===== config.mk =====
export PLATFORM = sky130hd
export DESIGN_NAME = region_bump_frame_allocator_core
export DESIGN_NICKNAME = d
export VERILOG_FILES = /design/src/rbfa_pkg.sv /design/src/rbfa_ctrl.sv /design/src/rbfa_datapath.sv /design/src/region_bump_frame_allocator_core.sv
export VERILOG_INCLUDE_DIRS = /design/src /design/src/src
export SDC_FILE = /design/constraint.sdc
export NUM_CORES = 2
export LEC_CHECK = 0
export ABC_AREA = 1
export ABC_CLOCK_PERIOD_IN_PS = 7700
export BUFFER_PORTS_ARGS = -buffer_cell sky130_fd_sc_hd__buf_2
export CAP_MARGIN = 20
export CORE_ASPECT_RATIO = 1.4
export CORE_UTILIZATION = 30
export DETAILED_ROUTE_END_ITERATION = 10
export PLACE_DENSITY = 0.43
export SETUP_SLACK_MARGIN = 0.5
export SYNTH_ARGS = -nofsm -noshare
export SYNTH_HDL_FRONTEND = slang
export SYNTH_SLANG_ARGS = --single-unit

===== constraint.sdc =====
create_clock -name aclk -period 7.7 [get_ports aclk]
set_input_delay 1.925 -clock aclk [delete_from_list [all_inputs] [get_ports aclk]]
set_output_delay 1.925 -clock aclk [all_outputs]
set_load 0.01 [all_outputs]

===== src/region_bump_frame_allocator_core_defines.svh =====
// assertion macros for the region bump frame allocator
`ifndef REGION_BUMP_FRAME_ALLOCATOR_CORE_DEFINES_SVH
`define REGION_BUMP_FRAME_ALLOCATOR_CORE_DEFINES_SVH

// same-cycle implication, disabled during reset
`define RBFA_ASSERT_IMP(label, clk, rstn, ante, cons, msg) \
    label: assert property (@(posedge clk) disable iff (!(rstn)) (ante) |-> (cons)) \
        else $error(msg);

// next-cycle implication, disabled during reset
`define RBFA_ASSERT_NXT(label, clk, rstn, ante, cons, msg) \
    label: assert property (@(posedge clk) disable iff (!(rstn)) (ante) |=> (cons)) \
        else $error(msg);

`endif


===== src/rbfa_pkg.sv =====
// shared types, codes and control structs of the region bump frame allocator
`default_nettype none

package rbfa_pkg;

    localparam int FRAME_W   = 40;
    localparam int TYPE_W    = 8;
    localparam int STATUS_W  = 3;
    localparam int RSV_W     = 8;
    localparam int CFG_IDX_W = 2;

    localparam logic OP_ADD   = 1'b0;
    localparam logic OP_ALLOC = 1'b1;

    localparam logic [TYPE_W-1:0] ENTRY_AVAILABLE = 8'd1;

    localparam logic [STATUS_W-1:0] ST_GRANTED   = 3'd0;
    localparam logic [STATUS_W-1:0] ST_OOM       = 3'd1;
    localparam logic [STATUS_W-1:0] ST_STORED    = 3'd2;
    localparam logic [STATUS_W-1:0] ST_NOT_AVAIL = 3'd3;
    localparam logic [STATUS_W-1:0] ST_FULL      = 3'd4;

    localparam logic [CFG_IDX_W-1:0] CFG_KERNEL_FIRST = 2'd0;
    localparam logic [CFG_IDX_W-1:0] CFG_KERNEL_LAST  = 2'd1;
    localparam logic [CFG_IDX_W-1:0] CFG_RESERVED     = 2'd2;

    typedef struct packed {
        logic               op;
        logic [TYPE_W-1:0]  entry_type;
        logic [FRAME_W-1:0] region_start_frame;
        logic [FRAME_W-1:0] region_frames;
    } in_item_t;

    typedef struct packed {
        logic [FRAME_W-1:0]  frame_number;
        logic [STATUS_W-1:0] status;
    } out_item_t;

    // controller to datapath
    typedef struct packed {
        logic capture;
        logic add;
        logic rd_first;
        logic first;
        logic load;
        logic skip;
        logic grant;
        logic set_oom;
        logic emit;
    } dp_cmd_t;

    // datapath to controller
    typedef struct packed {
        logic op_alloc;
        logic started;
        logic count_zero;
        logic left_zero;
        logic more_regions;
        logic kern_hit;
        logic out_free;
    } dp_sts_t;

endpackage

`default_nettype wire


===== src/rbfa_ctrl.sv =====
// controller state machine of the region bump frame allocator
`default_nettype none

`include "region_bump_frame_allocator_core_defines.svh"

module rbfa_ctrl
    import rbfa_pkg::*;
(
    input  wire logic    aclk,
    input  wire logic    aresetn,
    input  wire logic    s_valid,
    output logic         s_ready,
    input  wire dp_sts_t sts,
    output dp_cmd_t      cmd
);

    typedef enum logic [2:0] {
        S_IDLE,
        S_DISPATCH,
        S_FIRST,
        S_EVAL,
        S_LOAD,
        S_KCHECK,
        S_EMIT
    } state_t;

    state_t state_reg;
    state_t state_next;

    assign s_ready = (state_reg == S_IDLE);

    always_comb begin
        cmd        = '0;
        state_next = state_reg;
        case (state_reg)
            S_IDLE: begin
                if (s_valid) begin
                    cmd.capture = 1'b1;
                    state_next  = S_DISPATCH;
                end
            end
            S_DISPATCH: begin
                if (!sts.op_alloc) begin
                    cmd.add    = 1'b1;
                    state_next = S_EMIT;
                end else if (sts.started) begin
                    state_next = S_EVAL;
                end else if (sts.count_zero) begin
                    cmd.set_oom = 1'b1;
                    state_next  = S_EMIT;
                end else begin
                    cmd.rd_first = 1'b1;
                    state_next   = S_FIRST;
                end
            end
            S_FIRST: begin
                cmd.first  = 1'b1;
                state_next = S_EVAL;
            end
            S_EVAL: begin
                if (!sts.left_zero) begin
                    state_next = S_KCHECK;
                end else if (sts.more_regions) begin
                    state_next = S_LOAD;
                end else begin
                    cmd.set_oom = 1'b1;
                    state_next  = S_EMIT;
                end
            end
            S_LOAD: begin
                cmd.load   = 1'b1;
                state_next = S_EVAL;
            end
            S_KCHECK: begin
                if (sts.kern_hit) begin
                    cmd.skip   = 1'b1;
                    state_next = S_EVAL;
                end else begin
                    cmd.grant  = 1'b1;
                    state_next = S_EMIT;
                end
            end
            S_EMIT: begin
                if (sts.out_free) begin
                    cmd.emit   = 1'b1;
                    state_next = S_IDLE;
                end
            end
            default: begin
                state_next = S_IDLE;
            end
        endcase
    end

    always_ff @(posedge aclk) begin
        if (!aresetn) begin
            state_reg <= S_IDLE;
        end else begin
            state_reg <= state_next;
        end
    end

    `RBFA_ASSERT_IMP(a_first_once, aclk, aresetn, state_reg == S_FIRST, !sts.started, "first region load after allocation already started")
    `RBFA_ASSERT_IMP(a_grant_has_frames, aclk, aresetn, cmd.grant, !sts.left_zero, "frame granted from an exhausted region")
    `RBFA_ASSERT_NXT(a_capture_dispatch, aclk, aresetn, cmd.capture, state_reg == S_DISPATCH, "captured item not dispatched")

endmodule

`default_nettype wire


===== src/rbfa_datapath.sv =====
// region table, cursor and result registers of the region bump frame allocator
`default_nettype none

`include "region_bump_frame_allocator_core_defines.svh"

module rbfa_datapath
    import rbfa_pkg::*;
#(
    parameter int REGION_SLOTS = 16
) (
    input  wire logic                 aclk,
    input  wire logic                 aresetn,
    input  wire in_item_t             s_data,
    input  wire dp_cmd_t              cmd,
    output dp_sts_t                   sts,
    output logic                      m_valid,
    input  wire logic                 m_ready,
    output out_item_t                 m_data,
    input  wire logic                 cfg_valid,
    input  wire logic [CFG_IDX_W-1:0] cfg_index,
    input  wire logic [FRAME_W-1:0]   cfg_data
);

    localparam int CNT_W = $clog2(REGION_SLOTS + 1);
    localparam int IDX_W = (REGION_SLOTS > 1) ? $clog2(REGION_SLOTS) : 1;

    logic [FRAME_W-1:0] base_mem [REGION_SLOTS];
    logic [FRAME_W-1:0] len_mem  [REGION_SLOTS];

    logic [FRAME_W-1:0] kfirst_reg;
    logic [FRAME_W-1:0] klast_reg;
    logic [RSV_W-1:0]   reserved_reg;

    logic [CNT_W-1:0]   count_reg;
    logic [CNT_W-1:0]   next_reg;
    logic [FRAME_W-1:0] cursor_reg;
    logic [FRAME_W-1:0] left_reg;
    logic               started_reg;

    in_item_t           item_reg;
    logic [FRAME_W-1:0] rd_base_reg;
    logic [FRAME_W-1:0] rd_len_reg;
    logic               kern_hit_reg;
    logic [FRAME_W:0]   span_reg;
    logic [FRAME_W-1:0] res_frame_reg;
    logic [STATUS_W-1:0] res_status_reg;
    logic               m_valid_reg;
    out_item_t          m_data_reg;

    logic               table_full;
    logic               add_ok;
    logic [IDX_W-1:0]   rd_addr;
    logic [FRAME_W-1:0] rsv_ext;
    logic [FRAME_W-1:0] first_cursor;
    logic [FRAME_W-1:0] first_left;
    logic [FRAME_W:0]   span_calc;
    logic [FRAME_W-1:0] skip_n;

    assign table_full   = (count_reg == CNT_W'(REGION_SLOTS));
    assign add_ok       = (item_reg.entry_type == ENTRY_AVAILABLE) && !table_full;
    assign rd_addr      = cmd.rd_first ? '0 : next_reg[IDX_W-1:0];
    assign rsv_ext      = FRAME_W'(reserved_reg);
    assign first_cursor = rd_base_reg + rsv_ext;
    assign first_left   = (rsv_ext > rd_len_reg) ? '0 : (rd_len_reg - rsv_ext);
    assign span_calc    = {1'b0, klast_reg} - {1'b0, cursor_reg} + (FRAME_W+1)'(1);
    assign skip_n       = (span_reg >= {1'b0, left_reg}) ? left_reg : span_reg[FRAME_W-1:0];

    assign sts.op_alloc     = (item_reg.op == OP_ALLOC);
    assign sts.started      = started_reg;
    assign sts.count_zero   = (count_reg == '0);
    assign sts.left_zero    = (left_reg == '0);
    assign sts.more_regions = (next_reg < count_reg);
    assign sts.kern_hit     = kern_hit_reg;
    assign sts.out_free     = !m_valid_reg || m_ready;

    assign m_valid = m_valid_reg;
    assign m_data  = m_data_reg;

    // control state and configuration
    always_ff @(posedge aclk) begin
        if (!aresetn) begin
            kfirst_reg   <= '0;
            klast_reg    <= '0;
            reserved_reg <= RSV_W'(1);
            count_reg    <= '0;
            next_reg     <= '0;
            cursor_reg   <= '0;
            left_reg     <= '0;
            started_reg  <= 1'b0;
            m_valid_reg  <= 1'b0;
        end else begin
            if (cfg_valid) begin
                case (cfg_index)
                    CFG_KERNEL_FIRST: kfirst_reg   <= cfg_data;
                    CFG_KERNEL_LAST:  klast_reg    <= cfg_data;
                    CFG_RESERVED:     reserved_reg <= cfg_data[RSV_W-1:0];
                    default: begin
                    end
                endcase
            end
            if (cmd.add && add_ok) begin
                count_reg <= count_reg + CNT_W'(1);
            end
            if (cmd.first) begin
                started_reg <= 1'b1;
                next_reg    <= CNT_W'(1);
                cursor_reg  <= first_cursor;
                left_reg    <= first_left;
            end
            if (cmd.load) begin
                cursor_reg <= rd_base_reg;
                left_reg   <= rd_len_reg;
                next_reg   <= next_reg + CNT_W'(1);
            end
            if (cmd.skip) begin
                cursor_reg <= cursor_reg + skip_n;
                left_reg   <= left_reg - skip_n;
            end
            if (cmd.grant) begin
                cursor_reg <= cursor_reg + FRAME_W'(1);
                left_reg   <= left_reg - FRAME_W'(1);
            end
            if (cmd.emit) begin
                m_valid_reg <= 1'b1;
            end else if (m_ready) begin
                m_valid_reg <= 1'b0;
            end
        end
    end

    // region table
    always_ff @(posedge aclk) begin
        if (cmd.add && add_ok) begin
            base_mem[count_reg[IDX_W-1:0]] <= item_reg.region_start_frame;
            len_mem[count_reg[IDX_W-1:0]]  <= item_reg.region_frames;
        end
        rd_base_reg <= base_mem[rd_addr];
        rd_len_reg  <= len_mem[rd_addr];
    end

    // item, kernel check and result
    always_ff @(posedge aclk) begin
        if (cmd.capture) begin
            item_reg <= s_data;
        end
        kern_hit_reg <= (kfirst_reg <= cursor_reg) && (cursor_reg <= klast_reg);
        span_reg     <= span_calc;
        if (cmd.add) begin
            res_frame_reg <= '0;
            if (item_reg.entry_type != ENTRY_AVAILABLE) begin
                res_status_reg <= ST_NOT_AVAIL;
            end else if (table_full) begin
                res_status_reg <= ST_FULL;
            end else begin
                res_status_reg <= ST_STORED;
            end
        end
        if (cmd.set_oom) begin
            res_frame_reg  <= '0;
            res_status_reg <= ST_OOM;
        end
        if (cmd.grant) begin
            res_frame_reg  <= cursor_reg;
            res_status_reg <= ST_GRANTED;
        end
        if (cmd.emit) begin
            m_data_reg.frame_number <= res_frame_reg;
            m_data_reg.status       <= res_status_reg;
        end
    end

    `RBFA_ASSERT_IMP(a_next_within_count, aclk, aresetn, 1'b1, next_reg <= count_reg, "region walk passed the stored region count")
    `RBFA_ASSERT_NXT(a_emit_sets_valid, aclk, aresetn, cmd.emit, m_valid_reg, "emitted result not presented")
    `RBFA_ASSERT_IMP(a_emit_when_free, aclk, aresetn, cmd.emit, !m_valid_reg || m_ready, "result overwritten before it was taken")

endmodule

`default_nettype wire


===== src/region_bump_frame_allocator_core.sv =====
// Region bump frame allocator: stores up to REGION_SLOTS available memory regions and
// hands out page frames from them in order, skipping the reserved frames at the start
// of region 0 and every frame in the inclusive kernel range. One item is worked on at a
// time. An add-region item is captured, dispatched and emitted. A granted allocation
// runs the controller's evaluate/check loop: region 0 is loaded on the first one, the
// next region is read from the one-read region table on each region change, and the
// cursor jumps over the kernel range when it lands in it. Out of memory comes back
// from dispatch on an empty table and otherwise once the last region is used up.
// A new item is accepted while a finished result still waits in the output register.
// cfg_ready is always high.
`default_nettype none

module region_bump_frame_allocator_core
    import rbfa_pkg::*;
#(
    parameter int REGION_SLOTS = 16
) (
    input  wire logic                 aclk,
    input  wire logic                 aresetn,
    input  wire logic                 s_valid,
    output logic                      s_ready,
    input  wire in_item_t             s_data,
    output logic                      m_valid,
    input  wire logic                 m_ready,
    output out_item_t                 m_data,
    input  wire logic                 cfg_valid,
    output logic                      cfg_ready,
    input  wire logic [CFG_IDX_W-1:0] cfg_index,
    input  wire logic [FRAME_W-1:0]   cfg_data
);

    dp_cmd_t cmd;
    dp_sts_t sts;

    assign cfg_ready = 1'b1;

    rbfa_ctrl u_ctrl (
        .aclk    (aclk),
        .aresetn (aresetn),
        .s_valid (s_valid),
        .s_ready (s_ready),
        .sts     (sts),
        .cmd     (cmd)
    );

    rbfa_datapath #(
        .REGION_SLOTS (REGION_SLOTS)
    ) u_datapath (
        .aclk      (aclk),
        .aresetn   (aresetn),
        .s_data    (s_data),
        .cmd       (cmd),
        .sts       (sts),
        .m_valid   (m_valid),
        .m_ready   (m_ready),
        .m_data    (m_data),
        .cfg_valid (cfg_valid),
        .cfg_index (cfg_index),
        .cfg_data  (cfg_data)
    );

endmodule

`default_nettype wire

==> impl_metrics.csv <==
group,metric,value,unit
outcome,status,"complete, no violations",
drt,ant_nets,0,
critical_path,crit_buf_inv,3,
clock_network,cts_tree,"yes",
synth,syn_inst,7760,
die,start_util,30.2,%
global_route,grt.overflow.total,0,
timing,clock_skew,0.0627,ns
die,io_pins,182,
timing,rsz0062_at_grt,"false",
drt,route.detailed.drc,0,
die,die_x,441,um
synth,syn_nets,8205,
clock_network,ctsResizeCount,0,
pwr,p_leak,32.7,nW
cells_and_area,final_nets,8316,
timing,maxSlewHeadroom,14.9,%
clock_network,postCtsSetupBuffers,0,
synth,syn_area,80800,sq um
synth,synth_area_per_cell,10.4,sq um
drt,vias,59895,
critical_path,crit_path_end_kind,"flip-flop",
critical_path,cp.arrival,6.80,ns
critical_path,slowest_delay,0.67,ns
global_route,grt_max_degree,150,
clock_network,clk_pin_slew,0.06,ns
synth,async_flop_share,0,%
synth,ys.flop_type,"edfxtp_1",
synth,ys_ff_latch,1760,
drt,firstDrtPassIters,5,
timing,slew_viol_final,0,
critical_path,cp_slowest_cell,"o21ai_0",
die,num_rows,225,
clock_network,clkSinkCount,1760,
drt,wl_per_cell,25.4,um
clock_network,cts-buffers-inserted,190,
global_route,grt_pass1_vias,60016,
synth,synth_warnings,0,
die,die_h,616,um
placement,dp_hpwl,188000,um
drt,wl,294000,um
timing,min_period,6.07,ns
drt,drtIter0Drc,4565,
critical_path,crit_type,"flip-flop to flip-flop",
timing,finalSetupTns,0,ns
timing,hold_violations,0,
timing,setup-violations-final,0,
synth,synthTopCellsByArea,"edfxtp_1, dfxtp_1, nor2_1",
run,drv_cap,0,
synth,synth_edf_count,1452,
pwr,irDropWorstVdd,0.196,mV
placement,dp_slack,1.74,ns
pwr,power_density,369,nW/um^2
critical_path,cp-start-kind,"flip-flop",
global_route,grt_pass1_wl,424000,um
synth,synth_top_area_share,53.9,%
worst_hold_path,min_path_type,"flip-flop to flip-flop",
global_route,antenna_found_initial,18,
synth,synthTopCellsByCount,"edfxtp_1, nor2_1, nand2_1",
global_route,track_usage,21.1,%
critical_path,required,8.43,ns
synth,synth.distinct_cells,51,
die,core,268000,sq um
synth,ys_seq_area_share,61.6,%
clock_network,ctsHoldBuffers,0,
cells_and_area,area_growth,13.5,%
clock_network,root_buffer,"clkbuf_16",
timing,fin_ws,1.63,ns
clock_network,clock_path_buffers,4,
clock_network,htree_levels,4,
drt,viasPerCell,5.19,
critical_path,cp_max_fo,80,
synth,synth.most_common_cell,"edfxtp_1",
critical_path,cp_common_cell,"nand2_1",
critical_path,crit_family,"compound AO/OA/AOI/OAI gates",
cells_and_area,layout-drive-gt1-share,7.48,%
placement,routabilityCongestion,1.00,
timing,timing.fmax,0.165,GHz
clock_network,clkLatencyLatePin,0.86,ns
placement,port-buffer-count,180,
die,die_area,272000,sq um
synth,synth_top_area_cell,"edfxtp_1",
timing,period_share,78.9,%
timing,tightest_slew,1.27,ns
-- final timing paths --
check	slack, ns	end	startpoint	cells after the start
worst min register to register	0.41	u_datapath.m_data[24]	u_datapath.res_frame_reg[21]	0
worst max-delay path	1.63	u_datapath.cursor_reg[27]	u_datapath.left_reg[23]	25
worst min-delay path	0.41	u_datapath.m_data[24]	u_datapath.res_frame_reg[21]	0
worst max register to register	1.63	u_datapath.cursor_reg[27]	u_datapath.left_reg[23]	25
-- stage by stage --
step	area, sq um	power [W]	cells	util [%]	hold WS (ns)
floorplan	80800	0.0199	7760	-	0.400
detailed placement	86000	0.0252	11197	32.1	0.405
finish	91700	0.0338	11547	34.2	0.410
CTS	91700	0.0341	11528	34.2	0.402
global route	91700	0.0356	11543	34.2	0.422
global placement	86000	0.0253	11197	32.1	0.401
-- worst register-to-register path: stages (launching register included) --
cell and delay [ns]:
dfxtp_1 0.50, inv_1 0.08, ha_1 0.28, nand2_1 0.13, nor2_1 0.17, nand3_1 0.22
nor2_1 0.27, nand3_1 0.10, nand2_1 0.07, nor2_1 0.07, nand3_2 0.06, buf_4 0.56
o21ai_0 0.51, ha_1 0.40, nand3_1 0.07, nand2_1 0.29, a21boi_0 0.33, o21ai_0 0.67
inv_1 0.13, o21bai_1 0.37, nand3_1 0.16, nand2_1 0.11, nor2_1 0.04, o21ai_0 0.18
nand2_1 0.08, a21oi_1 0.16
-- cells by family (layout without fill, tap and decap cells) --
group	Yosys count	count (layout)	synth area share, %
AND/OR/NAND/NOR	3175	3175	16.7
flip-flops	1760	1760	61.6
AO/OA/AOI/OAI	1453	1453	11.1
buffers and inverters	948	1198	4.57
adder cells (fa/ha/maj)	309	309	4.83
XOR/XNOR	114	114	1.24
other	1	20	0.00464
-- power breakdown --
part           switching, W  internal, W  leakage, nW
combinational       0.00896      0.00333         14.3
clock               0.00384      0.00491         2.78
sequential          0.00128       0.0115         15.7
total                0.0141       0.0198         32.7
-- cell type report --
| type | instances | area, sq um |
|---|---|---|
| antenna | 19 | 47.5 |
| clock buffer | 253 | 5100 |
| clock inverter | 78 | 624 |
| fill | 27197 | 176000 |
| inverter | 583 | 2210 |
| multi-input combinational | 5052 | 27600 |
| sequential | 1760 | 49800 |
| tap | 3518 | 4400 |
| timing repair buffer | 284 | 2010 |
-- placed cells by master, fill, tap and decap left out, drive strengths merged, types with 14 or more instances in the layout --
master	count
a21oi	432
o21a	14
edfxtp	1452
nor3	565
xor2	82
nand3	367
o21ai	444
nor4	30
nand2	927
o211ai	24
o22ai	84
inv	586
clkbuf	253
clkinv	59
dfxtp	308
xnor2	32
nor2	1198
ha	304
o21bai	34
buf	284
a21o	18
nand4	59
o221ai	326
diode	19
a31oi	38
a21boi	14
-- metal layers --
layer	vias to the layer above	GRT usage (%)	routed length, um
li1	28066	-	-
met4	2	9.28	13500
met2	1534	37.6	150000
met5	-	0	13
met1	29832	25.6	120000
met3	461	2.15	11200
No activity file was read; power rests on OpenSTA's default activity.
